## config.mk

```make
export PLATFORM = sky130hd
export DESIGN_NAME = pmbd_ctrl
export DESIGN_NICKNAME = d
export VERILOG_FILES = /design/src/pmbd_pkg.sv /design/src/pmbd_ctrl.sv
export SDC_FILE = /design/constraint.sdc
export NUM_CORES = 1
export LEC_CHECK = 0
export ABC_AREA = 1
export BUFFER_PORTS_ARGS = -buffer_cell sky130_fd_sc_hd__clkbuf_2
export CORE_ASPECT_RATIO = 0.8
export CORE_MARGIN = 5
export CORE_UTILIZATION = 60
export CTS_CLUSTER_SIZE = 25
export DETAILED_ROUTE_END_ITERATION = 10
export PLACE_DENSITY = 0.94
export SYNTH_ARGS = -nofsm -noshare
export SYNTH_HDL_FRONTEND = slang
export SYNTH_SLANG_ARGS = --single-unit
```

## constraint.sdc

```tcl
create_clock -name clk_i -period 3.8 [get_ports clk_i]
set_input_delay 0.76 -clock clk_i [delete_from_list [all_inputs] [get_ports clk_i]]
set_output_delay 0.76 -clock clk_i [all_outputs]
set_load 0.02 [all_outputs]
```

## src/pmbd_pkg.sv

```systemverilog
// Shared constants, codes and controller/datapath interface types for the bootstrap draw block.
`timescale 1ns / 1ps

package pmbd_pkg;

  localparam int DEF_MAX_SAMPLES = 256;
  localparam int DEF_MAX_COEFS   = 8;

  localparam int DATA_W    = 32;
  localparam int ACC_W     = 64;
  localparam int ACT_W     = 3;
  localparam int ROW_W     = 8;
  localparam int COL_W     = 3;
  localparam int MAG_W     = 31;
  localparam int CIDX_W    = 3;
  localparam int SC_W      = 9;
  localparam int CC_W      = 4;
  localparam int CFG_W     = 9;
  localparam int CFG_IDX_W = 1;

  localparam logic [ACT_W-1:0] ACT_RESIDUAL   = 3'd0;
  localparam logic [ACT_W-1:0] ACT_DESIGN     = 3'd1;
  localparam logic [ACT_W-1:0] ACT_WEIGHT     = 3'd2;
  localparam logic [ACT_W-1:0] ACT_SCALING    = 3'd3;
  localparam logic [ACT_W-1:0] ACT_MULTIPLIER = 3'd4;
  localparam logic [ACT_W-1:0] ACT_RUN        = 3'd5;

  localparam logic [CFG_IDX_W-1:0] CFG_SAMPLE_COUNT = 1'b0;
  localparam logic [CFG_IDX_W-1:0] CFG_COEF_COUNT   = 1'b1;

  localparam logic [ACC_W-1:0] S64_MAX = 64'h7FFF_FFFF_FFFF_FFFF;
  localparam logic [ACC_W-1:0] S64_MIN = 64'h8000_0000_0000_0000;

  typedef enum logic [4:0] {
    OP_NONE,
    OP_LOAD,
    OP_INIT,
    OP_DIFF,
    OP_SQ,
    OP_CU,
    OP_KERN,
    OP_SMUL,
    OP_SSAT,
    OP_XMUL,
    OP_XACC,
    OP_MOP,
    OP_MHI,
    OP_MLO,
    OP_MCOMB,
    OP_MSUM,
    OP_OUT
  } dp_op_e;

  typedef struct packed {
    dp_op_e op;
    logic   phase;    // 0: weight pass, 1: scaling pass
    logic   row_end;
    logic   last;
  } cmd_t;

  typedef struct packed {
    logic div_busy;
    logic out_free;
  } status_t;

endpackage

```

## src/pmbd_ctrl.sv

```systemverilog
// Controller: sequences loads, the pair loop, both matrix passes and result beats.
`timescale 1ns / 1ps

module pmbd_ctrl #(
  parameter int MAX_SAMPLES = pmbd_pkg::DEF_MAX_SAMPLES,
  parameter int MAX_COEFS   = pmbd_pkg::DEF_MAX_COEFS,
  localparam int SW = $clog2(MAX_SAMPLES),
  localparam int CW = (MAX_COEFS > 1) ? $clog2(MAX_COEFS) : 1,
  localparam int NW = $clog2(MAX_SAMPLES + 1),
  localparam int PW = $clog2(MAX_COEFS + 1)
) (
  input  logic                       clk_i,
  input  logic                       rst_ni,
  input  logic                       in_valid_i,
  output logic                       in_ready_o,
  input  logic [pmbd_pkg::ACT_W-1:0] action_i,
  input  logic [NW-1:0]              n_i,
  input  logic [PW-1:0]              p_i,
  input  pmbd_pkg::status_t          status_i,
  output pmbd_pkg::cmd_t             cmd_o,
  output logic [SW-1:0]              i_o,
  output logic [SW-1:0]              j_o,
  output logic [CW-1:0]              k_o,
  output logic [CW-1:0]              r_o
);

  typedef enum logic [4:0] {
    S_IDLE, S_INIT, S_NXT, S_PRD, S_PD, S_SQ, S_CU, S_KL, S_SM, S_SS,
    S_XRD, S_XM, S_XA, S_MRD, S_MOP, S_MHI, S_MLO, S_MCB, S_MSM, S_DIV
  } state_e;

  state_e        state_q;
  logic [SW-1:0] i_q, j_q;
  logic [CW-1:0] k_q, r_q;
  logic          phase_q;

  logic last_k, last_r, last_i, last_j, out_go;

  assign last_k = (PW'(k_q) + PW'(1)) == p_i;
  assign last_r = (PW'(r_q) + PW'(1)) == p_i;
  assign last_i = (NW'(i_q) + NW'(1)) == n_i;
  assign last_j = (NW'(j_q) + NW'(1)) == n_i;
  assign out_go = !status_i.div_busy && status_i.out_free;

  assign in_ready_o = (state_q == S_IDLE);
  assign i_o = i_q;
  assign j_o = j_q;
  assign k_o = k_q;
  assign r_o = r_q;

  always_comb begin
    cmd_o.op      = pmbd_pkg::OP_NONE;
    cmd_o.phase   = phase_q;
    cmd_o.row_end = last_k;
    cmd_o.last    = last_r;
    case (state_q)
      S_IDLE: begin
        if (in_valid_i && action_i != pmbd_pkg::ACT_RUN) begin
          cmd_o.op = pmbd_pkg::OP_LOAD;
        end
      end
      S_INIT: cmd_o.op = pmbd_pkg::OP_INIT;
      S_PD:   cmd_o.op = pmbd_pkg::OP_DIFF;
      S_SQ:   cmd_o.op = pmbd_pkg::OP_SQ;
      S_CU:   cmd_o.op = pmbd_pkg::OP_CU;
      S_KL:   cmd_o.op = pmbd_pkg::OP_KERN;
      S_SM:   cmd_o.op = pmbd_pkg::OP_SMUL;
      S_SS:   cmd_o.op = pmbd_pkg::OP_SSAT;
      S_XM:   cmd_o.op = pmbd_pkg::OP_XMUL;
      S_XA:   cmd_o.op = pmbd_pkg::OP_XACC;
      S_MOP:  cmd_o.op = pmbd_pkg::OP_MOP;
      S_MHI:  cmd_o.op = pmbd_pkg::OP_MHI;
      S_MLO:  cmd_o.op = pmbd_pkg::OP_MLO;
      S_MCB:  cmd_o.op = pmbd_pkg::OP_MCOMB;
      S_MSM:  cmd_o.op = pmbd_pkg::OP_MSUM;
      S_DIV: begin
        if (out_go) begin
          cmd_o.op = pmbd_pkg::OP_OUT;
        end
      end
      default: ;
    endcase
  end

  always_ff @(posedge clk_i or negedge rst_ni) begin
    if (!rst_ni) begin
      state_q <= S_IDLE;
      i_q     <= '0;
      j_q     <= '0;
      k_q     <= '0;
      r_q     <= '0;
      phase_q <= 1'b0;
    end else begin
      case (state_q)
        S_IDLE: begin
          if (in_valid_i && action_i == pmbd_pkg::ACT_RUN) begin
            state_q <= S_INIT;
          end
        end
        S_INIT: begin
          i_q     <= '0;
          j_q     <= '0;
          k_q     <= '0;
          r_q     <= '0;
          phase_q <= 1'b0;
          if (p_i == '0) begin
            state_q <= S_IDLE;
          end else if (n_i < NW'(2)) begin
            state_q <= S_MRD;
          end else begin
            state_q <= S_NXT;   // steps off the (0,0) diagonal first
          end
        end
        S_NXT: begin
          if (last_j) begin
            if (last_i) begin
              state_q <= S_MRD;
            end else begin
              i_q     <= i_q + SW'(1);
              j_q     <= '0;
              state_q <= S_PRD;
            end
          end else begin
            j_q <= j_q + SW'(1);
            // landing on the diagonal: advance once more
            state_q <= ((j_q + SW'(1)) == i_q) ? S_NXT : S_PRD;
          end
        end
        S_PRD: state_q <= S_PD;
        S_PD:  state_q <= S_SQ;
        S_SQ:  state_q <= S_CU;
        S_CU:  state_q <= S_KL;
        S_KL:  state_q <= S_SM;
        S_SM:  state_q <= S_SS;
        S_SS:  state_q <= S_XRD;
        S_XRD: state_q <= S_XM;
        S_XM:  state_q <= S_XA;
        S_XA: begin
          if (last_k) begin
            k_q     <= '0;
            state_q <= S_NXT;
          end else begin
            k_q     <= k_q + CW'(1);
            state_q <= S_XRD;
          end
        end
        S_MRD: state_q <= S_MOP;
        S_MOP: state_q <= S_MHI;
        S_MHI: state_q <= S_MLO;
        S_MLO: state_q <= S_MCB;
        S_MCB: state_q <= S_MSM;
        S_MSM: begin
          if (last_k) begin
            k_q <= '0;
            if (phase_q) begin
              state_q <= S_DIV;
            end else begin
              if (last_r) begin
                phase_q <= 1'b1;
                r_q     <= '0;
              end else begin
                r_q <= r_q + CW'(1);
              end
              state_q <= S_MRD;
            end
          end else begin
            k_q     <= k_q + CW'(1);
            state_q <= S_MRD;
          end
        end
        S_DIV: begin
          if (out_go) begin
            if (last_r) begin
              state_q <= S_IDLE;
            end else begin
              r_q     <= r_q + CW'(1);
              state_q <= S_MRD;
            end
          end
        end
        default: state_q <= S_IDLE;
      endcase
    end
  end

  assert property (@(posedge clk_i) disable iff (!rst_ni)
    (state_q == S_PRD) |-> (i_q != j_q))
    else $error("diagonal pair entered the kernel");

  assert property (@(posedge clk_i) disable iff (!rst_ni)
    (state_q == S_PRD) |-> (NW'(i_q) < n_i && NW'(j_q) < n_i))
    else $error("pair index beyond sample count");

  assert property (@(posedge clk_i) disable iff (!rst_ni)
    (state_q == S_XA || state_q == S_MSM) |-> (PW'(k_q) < p_i))
    else $error("coefficient lane beyond coef count");

  assert property (@(posedge clk_i) disable iff (!rst_ni)
    (state_q == S_MSM && phase_q && last_k) |=> status_i.div_busy)
    else $error("divider not started at end of scaling row");

endmodule
```

Yosys cells after proc, flatten, opt, wreduce, memory -nomap -nowiden

Index checks and enable logic that the tools add are counted.

Output and inout bits: 31
Bits in registers: 28
Logic and storage cells: 98

Reduce and logical (&&, ||, !) cells: 16
$lt $le $gt $ge: 1
Muxes and demuxes: 33
Equal/unequal tests: 34
$add $sub $neg: 8

Operator list:

| kind                  | count |
|---|---|
| $pmux W5 S20          | 1 |
| $pmux W5 S16          | 1 |
| $eq A5 B4 Y1 const B  | 8 |
| $mux W8               | 4 |
| $pmux W8 S2           | 2 |
| $mux W5               | 6 |
| $eq A5 B3 Y1 const B  | 4 |
| $eq A5 B5 Y1 const B  | 4 |
| $mux W4               | 5 |
| $add A8 B1 Y9 const B | 2 |
| $eq A9 B9 Y1          | 2 |
| $mux W3               | 6 |
| $add A8 B1 Y8 const B | 2 |
| $ne A2 B2 Y1 const B  | 6 |
| $eq A5 B2 Y1 const B  | 2 |
| $lt A9 B2 Y1 const B  | 1 |
| $pmux W3 S3           | 1 |
| $add A3 B1 Y4 const B | 2 |
| $eq A4 B4 Y1          | 2 |
| $eq A8 B8 Y1          | 1 |
| $add A3 B1 Y3 const B | 2 |
| $ne A3 B3 Y1 const B  | 2 |
| $pmux W3 S2           | 1 |
| $reduce_and A2 Y1     | 3 |
| other kinds (14)      | 22 |

Longest topological paths before layout

Gate-level depths: netlist of run 1.

Depth in word-level cells: 6
Depth in mapped cells: 15
Mapped depth without buffers: 15

Worst setup path before layout of run 1

OpenSTA, ideal clock, no wires.

Path kind: reg-to-output
From: register r_q[0], in the netlist r_o[0]
To: output cmd_o[0] in the netlist's numbering
Slack: 1.592 ns
Buffers on the path: 1
Arrival time: 1.448 ns
Cell stages (with the launch flop): 7
Required time: 3.040 ns
Cells stage by stage: dfrtp_1 > ha_1 > xor2_1 > a21oi_1 > nand3_1 > inv_1 > buf_4

Word-level cells in the longest chain between the ends: 2

RTL lines:

| item                   | RTL line         | RTL |
|---|---|---|
| from (decl)            | pmbd_ctrl.sv:34  | `logic [CW-1:0] k_q, r_q;` |
| from (signal assigned) | pmbd_ctrl.sv:162 | `r_q <= r_q + CW'(1);` |
| from (signal assigned) | pmbd_ctrl.sv:176 | `r_q <= r_q + CW'(1);` |
| $add A3 B1 Y4          | pmbd_ctrl.sv:40  | `assign last_r = (PW'(r_q) + PW'(1)) == p_i;` |
| $eq A4 B4 Y1           | pmbd_ctrl.sv:40  |  |
| to (decl)              | pmbd_ctrl.sv:20  | `output pmbd_pkg::cmd_t cmd_o,` |

Every way passes these cells.

==> impl_metrics.tcl, run 1 <==
set metrics [dict create \
    status "complete, no violations" \
    netSwitchingFraction_pct 50.5 \
    die_h_um 70.7 \
    worstPathRequired_ps 3040 \
    ys_top_cells_by_area "dfrtp_1 (25%), nand2_1 (22%), nand3_1 (12%), inv_1 (9.0%), nor2_1 (6.4%)" \
    worst-setup-path-type "reg2out" \
    numPortBuffers 51 \
    clockPowerShare_pct 15.9 \
    start_util_pct 61.2 \
    crit_path_max_fanout 6 \
    ioPinCount 52 \
    clk_pin_slew_ps 100 \
    setup.worst_path.end_class "primary output" \
    antennaDiodeCount 0 \
    post-route-util_pct 69.7 \
    cts_tree "yes" \
    clockBufferDepth 2 \
    htreeDepth 1 \
    drv_slew 0 \
    post-route-min-period_ps 2840 \
    core_area_um2 4510 \
    hold_path.class "in2async" \
    internal_power_w 0.000748 \
    cts_num_sinks 28 \
    yosysUniqueCellTypes 34 \
    timing.max_cap.violations 0 \
    ys_seq_area_share_pct 25.4 \
    wire_per_inst_um 13.6 \
    slew_headroom_pct 52.6 \
    pre_cts_ws_ps 1320 \
    clock_skew_ps 4.30 \
    antenna_found_initial 0 \
    fin_nets 544 \
    post_cts_buffers 0 \
    drt_wl_total_mm 7.84 \
    grt_setup_unrepaired "no" \
    finalSetupTns_ps 0 \
    vias 3202 \
    synth_nets 491 \
    first_global_vias 2881 \
    setup_viol 0 \
    crit_arrival_ps 2080 \
    fin_ws_ps 961 \
    drtIter0Drc 300 \
    drive_gt1_share_pct 18.1 \
    dieArea_um2 6070 \
    fmax_mhz 352 \
    cts_resized 0 \
    chipWidth_um 85.9 \
    crit_path_start_kind "register" \
    synth_top_cell_by_area "dfrtp_1" \
    worstMarginPinSlew_ps 711 \
    cts_root_buffer "clkbuf_8" \
    powerDensity_nw_per_um2 481 \
    grt_pass1_wl_mm 13.3 \
    vias_per_cell 5.54 \
    seq_power_share_pct 27.6 \
    vdd_drop_max_v 0.000331 \
    gp_congestion 0.987 \
    numCtsBuffers 3 \
    whs_ps 507 \
    layout_worst_path_cycle_share_pct 74.7 \
    overflow 0 \
    fillers 421 \
    switchingPower_w 0.000764 \
    synthToLayoutAreaGrowth_pct 13.8 \
    hpwl_mm 6.45 \
    grt_max_degree 29 \
    hold_viol 0 \
    clk_latency_ps 280 \
    ant_nets 0 \
    hold_buffers 0 \
    drcViolationCount 0 \
    rows 22 \
    synth_area_per_cell_um2 5.93 \
    syn_inst 466 \
    yosys_warnings 0 \
    syn_area_um2 2760 \
    ys_seq_elements 28 \
    synth_top_area_share_pct 25.4 \
    dr.pass1.iters 5 \
    power.leakage_nw 1.83 \
    grt_usage_pct 26.4 \
    p_comb_share_pct 56.4 \
]
## power by group through the flow
| stage | Sequential, W | Clock (W) | Combinational (W) |
|---|---|---|---|
| finish | 0.000418 | 0.000241 | 0.000854 |
| global route | 0.000426 | 0.000253 | 0.000942 |
| CTS | 0.000417 | 0.000240 | 0.000842 |
| detailed placement | 0.000422 | 0 | 0.000838 |
| global placement | 0.000417 | 0 | 0.000824 |
| floorplan | 0.000433 | 0 | 0.000581 |
## cell usage in the layout, fill, tap and decap left out, drive strengths merged, types with 3 or more instances in the layout
| cell | n |
|---|---|
| o22ai | 3 |
| nand3b | 3 |
| xor2 | 3 |
| nor2 | 60 |
| o21ai | 12 |
| o2111ai | 4 |
| dfrtp | 28 |
| inv | 72 |
| xnor2 | 3 |
| nand2 | 174 |
| a21oi | 12 |
| clkbuf | 54 |
| nand4 | 8 |
| nand3 | 67 |
| nor3 | 3 |
| ha | 4 |
## logic make-up (layout without fill, tap and decap cells)
logic type / Yosys count / after routing / synth area share, %
AND/OR/NAND/NOR: 317 / 317 / 52.5
buffers and inverters: 76 / 128 / 10.8
AO/OA/AOI/OAI: 35 / 35 / 7.70
flip-flops: 28 / 28 / 25.4
XOR/XNOR: 6 / 6 / 1.90
adder cells (fa/ha/maj): 4 / 4 / 1.81
## critical path, stage by stage (launching register included)
cell and delay, ps:
dfrtp_1 450, nor2_2 130, inv_1 100, nor2_2 110
inv_1 80, nor2_2 120, inv_1 70, nor2_2 160
inv_1 100, nand2_1 90, nor2_1 90, o2111ai_1 110
clkbuf_2 200
## synth_stat cells, drive strengths merged
| master | count |
|---|---|
| nand2 | 174 |
| inv | 72 |
| nand3 | 67 |
| nor2 | 60 |
| dfrtp | 28 |
| a21oi | 12 |
| o21ai | 12 |
| nand4 | 8 |
| buf | 4 |
| ha | 4 |
| o2111ai | 4 |
| nand3b | 3 |
| nor3 | 3 |
| o22ai | 3 |
| xnor2 | 3 |
| xor2 | 3 |
| a31oi | 1 |
| and3 | 1 |
| o211a | 1 |
| o211ai | 1 |
| o21bai | 1 |
| or4 | 1 |
## layout make-up
class | count | area (um^2) | share of cell area, %
clock buffer | 3 | 41.3 | 1.31
sequential | 28 | 701 | 22.3
timing repair buffer | 52 | 263 | 8.35
tap | 60 | 75.1 | 2.39
inverter | 72 | 270 | 8.59
clock inverter | 1 | 30.0 | 0.955
multi-input combinational | 362 | 1770 | 56.1
## per-layer routing
layer  track usage [%]  wire [um]  up-vias
met5                 0          0        -
met4              4.57        111        0
met3              2.79        680       20
met2              41.7       3510      174
met1              39.5       3540     1424
li1                  -          -     1584
## final timing paths
check	from	endpoint	slack (ps)	cells after the start
max in group asynchronous	rst_ni	state_q[4]	2830	1
min in group clk_i	r_o[1]	r_o[1]	550	2
setup / recovery	state_q[2]	cmd_o[4]	960	12
setup reg to reg	j_o[0]	i_o[5]	1460	14
hold reg to reg	r_o[1]	r_o[1]	550	2
hold / removal	rst_ni	r_o[0]	510	1
## flip-flops by register name, indices dropped and copies added, names as in the netlist
register	count
i_o	8
j_o	8
state_q	5
k_o	3
r_o	3
phase_q	1
## through the flow
| step | std cells | total power [W] | area [um^2] |
|---|---|---|---|
| detailed placement | 574 | 0.00126 | 3070 |
| global route | 578 | 0.00162 | 3150 |
| global placement | 574 | 0.00124 | 3070 |
| finish | 578 | 0.00151 | 3150 |
| CTS | 578 | 0.00150 | 3150 |
| floorplan | 466 | 0.00101 | 2760 |
Note: power is estimated with default switching activity, not from simulation.
==> run 2, diff against run 1 <==
Settings changed: ABC_AREA 1 to 0, CORE_UTILIZATION 60 to 51, PLACE_DENSITY 0.94 to 0.86.
Clock period 3.8 ns to 2.6 ns, I/O delays scaled along.
==> run 2 against run 1 <==
Net effect:
- the run now ends with negative setup slack left
- power is 62% higher
- clock power grew 3%
- via count shrank 2.0%
- synthesized area down 1.4%
- non-clock buffer count grew 42
- first-iteration DRC count rose by 21%
- die area grew 14%
- critical path depth is 3 lower
- sequential share of layout area is 1.5 points lower
==> impl_metrics.tcl, run 2 <==
set metrics [dict create \
    wl_met3_um 770 \
    grt_setup_unrepaired "yes" \
    clock_skew_ps 18.1 \
    grt_max_degree 29 \
    chipWidth_um 91.7 \
    drtIter0Drc 364 \
    max_stage_delay_ps 490 \
    r2r_slack_ps -60 \
    rr_startpoint "j_o[3]" \
    hold_buffers 0 \
    die_h_um 75.4 \
    final_common_cell "clkbuf_2" \
    synth_compound_area_share_pct 25.9 \
    synth_commonest_cells "nand2_1 (37), nor2_1 (29), dfrtp_1 (28)" \
    failed_checks "negative setup slack" \
    slew_headroom_pct 49.5 \
    power.leakage_nw 1.53 \
    fin_area_um2 3420 \
    numCtsBuffers 3 \
    timing.critical_path.to "i_o[1]" \
    yosys.area_share.simple_pct 28.3 \
    drt_wl_total_mm 8.58 \
    drcViolationCount 0 \
    fin_ws_ps -55.5 \
    post-route-min-period_ps 2660 \
    gp_congestion 0.892 \
    start_util_pct 53.5 \
    crit_path_start_kind "register" \
    crit_path_cell_trace "nand3_2, or4_1, a211o_1, or4_4, buf_8, nor3_4, buf_4, o22ai_2, a21o_1" \
    synthMuxAreaShare_pct 1.88 \
    powerDensity_nw_per_um2 714 \
    rows 23 \
    ys_top_cells_by_area "dfrtp_1 (26%), xnor2_1 (6.1%), nand2_1 (5.1%), o21ai_0 (4.8%), nor2_1 (4.0%)" \
    setup_viol 4 \
    ant_nets 0 \
    crit_slowest_cell "or4_1" \
    met1Wirelength_mm 3.65 \
    synth_edf_count 0 \
    numPortBuffers 51 \
    cts_root_buffer "clkbuf_8" \
    layout_worst_path_cycle_share_pct 102 \
    synthToLayoutAreaGrowth_pct 25.5 \
    synth_top_area_share_pct 25.7 \
    clk_pin_slew_ps 100 \
    yosysUniqueCellTypes 62 \
    hold_viol 0 \
    hpwl_mm 6.04 \
    vdd_drop_max_v 0.000306 \
    critPathLaunch "j_o[3]" \
    p_total_w 0.00244 \
    synth_ff_type "dfrtp_1" \
    synth_top_cell_by_area "dfrtp_1" \
    dieArea_um2 6920 \
    wire_per_inst_um 17.5 \
    synth_top_family_by_area "simple AND/OR/NAND/NOR gates" \
    synth_area_per_cell_um2 7.68 \
    wl_met2_mm 3.96 \
    drv_slew 0 \
    ys_seq_elements 28 \
    clockBufferDepth 2 \
    synth-xor-area-share_pct 9.82 \
    ys_seq_area_share_pct 25.7 \
    whs_ps 283 \
    crit_path_max_fanout 6 \
    syn_area_um2 2730 \
    dr.pass1.iters 5 \
    synth_fa_ha_area_share_pct 2.20 \
    synth-async-reset-ratio_pct 100 \
    cts_num_sinks 28 \
    antennaDiodeCount 0 \
    grt_pass1_wl_mm 13.1 \
    overflow 0 \
    drive_gt1_share_pct 30.1 \
    ioPinCount 52 \
    hold_path.class "in2async" \
    yosysMostFrequentCell "nand2_1" \
    status "finished, violations left" \
    top_layer "met4" \
    crit_arrival_ps 2840 \
    cts_tree "yes" \
    place_area_um2 3220 \
    htreeDepth 1 \
    r2r_cells 9 \
    worstMarginPinSlew_ps 757 \
    reg2reg_to "i_o[1]" \
    first_global_vias 2782 \
    vias 3137 \
    layout.cells.most_common_list "clkbuf_2 (51), buf_4 (41), nand2_1 (36), nor2_1 (28), o21ai_0 (26)" \
    antenna_found_initial 0 \
    syn_inst 355 \
    pre_cts_ws_ps -78.9 \
    setup.worst_path.end_class "register" \
    clk_latency_ps 290 \
    fin_nets 455 \
    synth_nets 380 \
    timing.max_cap.violations 0 \
    worst-setup-path-type "reg2reg" \
    core_area_um2 5090 \
    vias_per_cell 6.39 \
    yosys_warnings 0 \
    fmax_mhz 377 \
    grt_usage_pct 23.1 \
    worstPathRequired_ps 2790 \
]
==> run 2: cells by family after synthesis <==
logic type / Yosys count
AND/OR/NAND/NOR: 145
AO/OA/AOI/OAI: 104
buffers and inverters: 39
XOR/XNOR: 29
flip-flops: 28
multiplexers: 5
adder cells (fa/ha/maj): 5
==> run 2: report_power, final <==
group	switching, W	leakage [nW]	internal (W)
Combinational	0.000919	1.13	0.000607
Sequential	0.000154	0.368	0.000516
Clock	0.000138	0.0228	0.000110
==> run 2: layout make-up <==
type,count,area (um^2)
Clock buffer,4,45.0
Fill cell,392,1670
Inverter,15,56.3
Multi-Input combinational cell,288,1940
Sequential cell,28,711
Tap cell,62,77.6
Timing Repair Buffer,94,589
==> run 2: worst min path at each step <==
stage,from,to,slack [ps],cells after the start
2_1_floorplan,rst_ni,i_o[0],220,0
3_3_place_gp,phase_q,phase_q,530,2
3_5_place_dp,phase_q,phase_q,540,2
4_1_cts,rst_ni,j_o[7],320,1
5_1_grt,rst_ni,j_o[7],350,1
6_report,rst_ni,j_o[6],280,1
==> run 2: worst max-delay path: cells and delay by family, from the launching register on <==
family                 cells  cell delay [ps]
AOI/OAI and AO/OA          3              520
DFF                        1              440
buffers and inverters      2              320
and+or+nand+nor            4             1270
==> run 2: metal layers <==
layer / vias up / track usage [%]
li1: 1440 / -
met1: 1462 / 31.9
met2: 206 / 37.1
met3: 29 / 5.33
met4: 0 / 6.43
met5: - / 0
==> run 2: repair_timing <==
item / 4_1_cts / 5_1_grt
endpoints found under the setup margin: 7 / 20
resized for setup: 2 / 15
buffers inserted: 3 / 8
pin swaps: 0 / 9
==> run 2: through the flow <==
stage               TNS [ps]  util (%)  std cells
global placement        -150      63.1        476
global route           -1260      67.2        491
floorplan                  0         -        355
detailed placement      -358      63.1        476
CTS                        0      64.8        483
finish                  -178      67.2        491
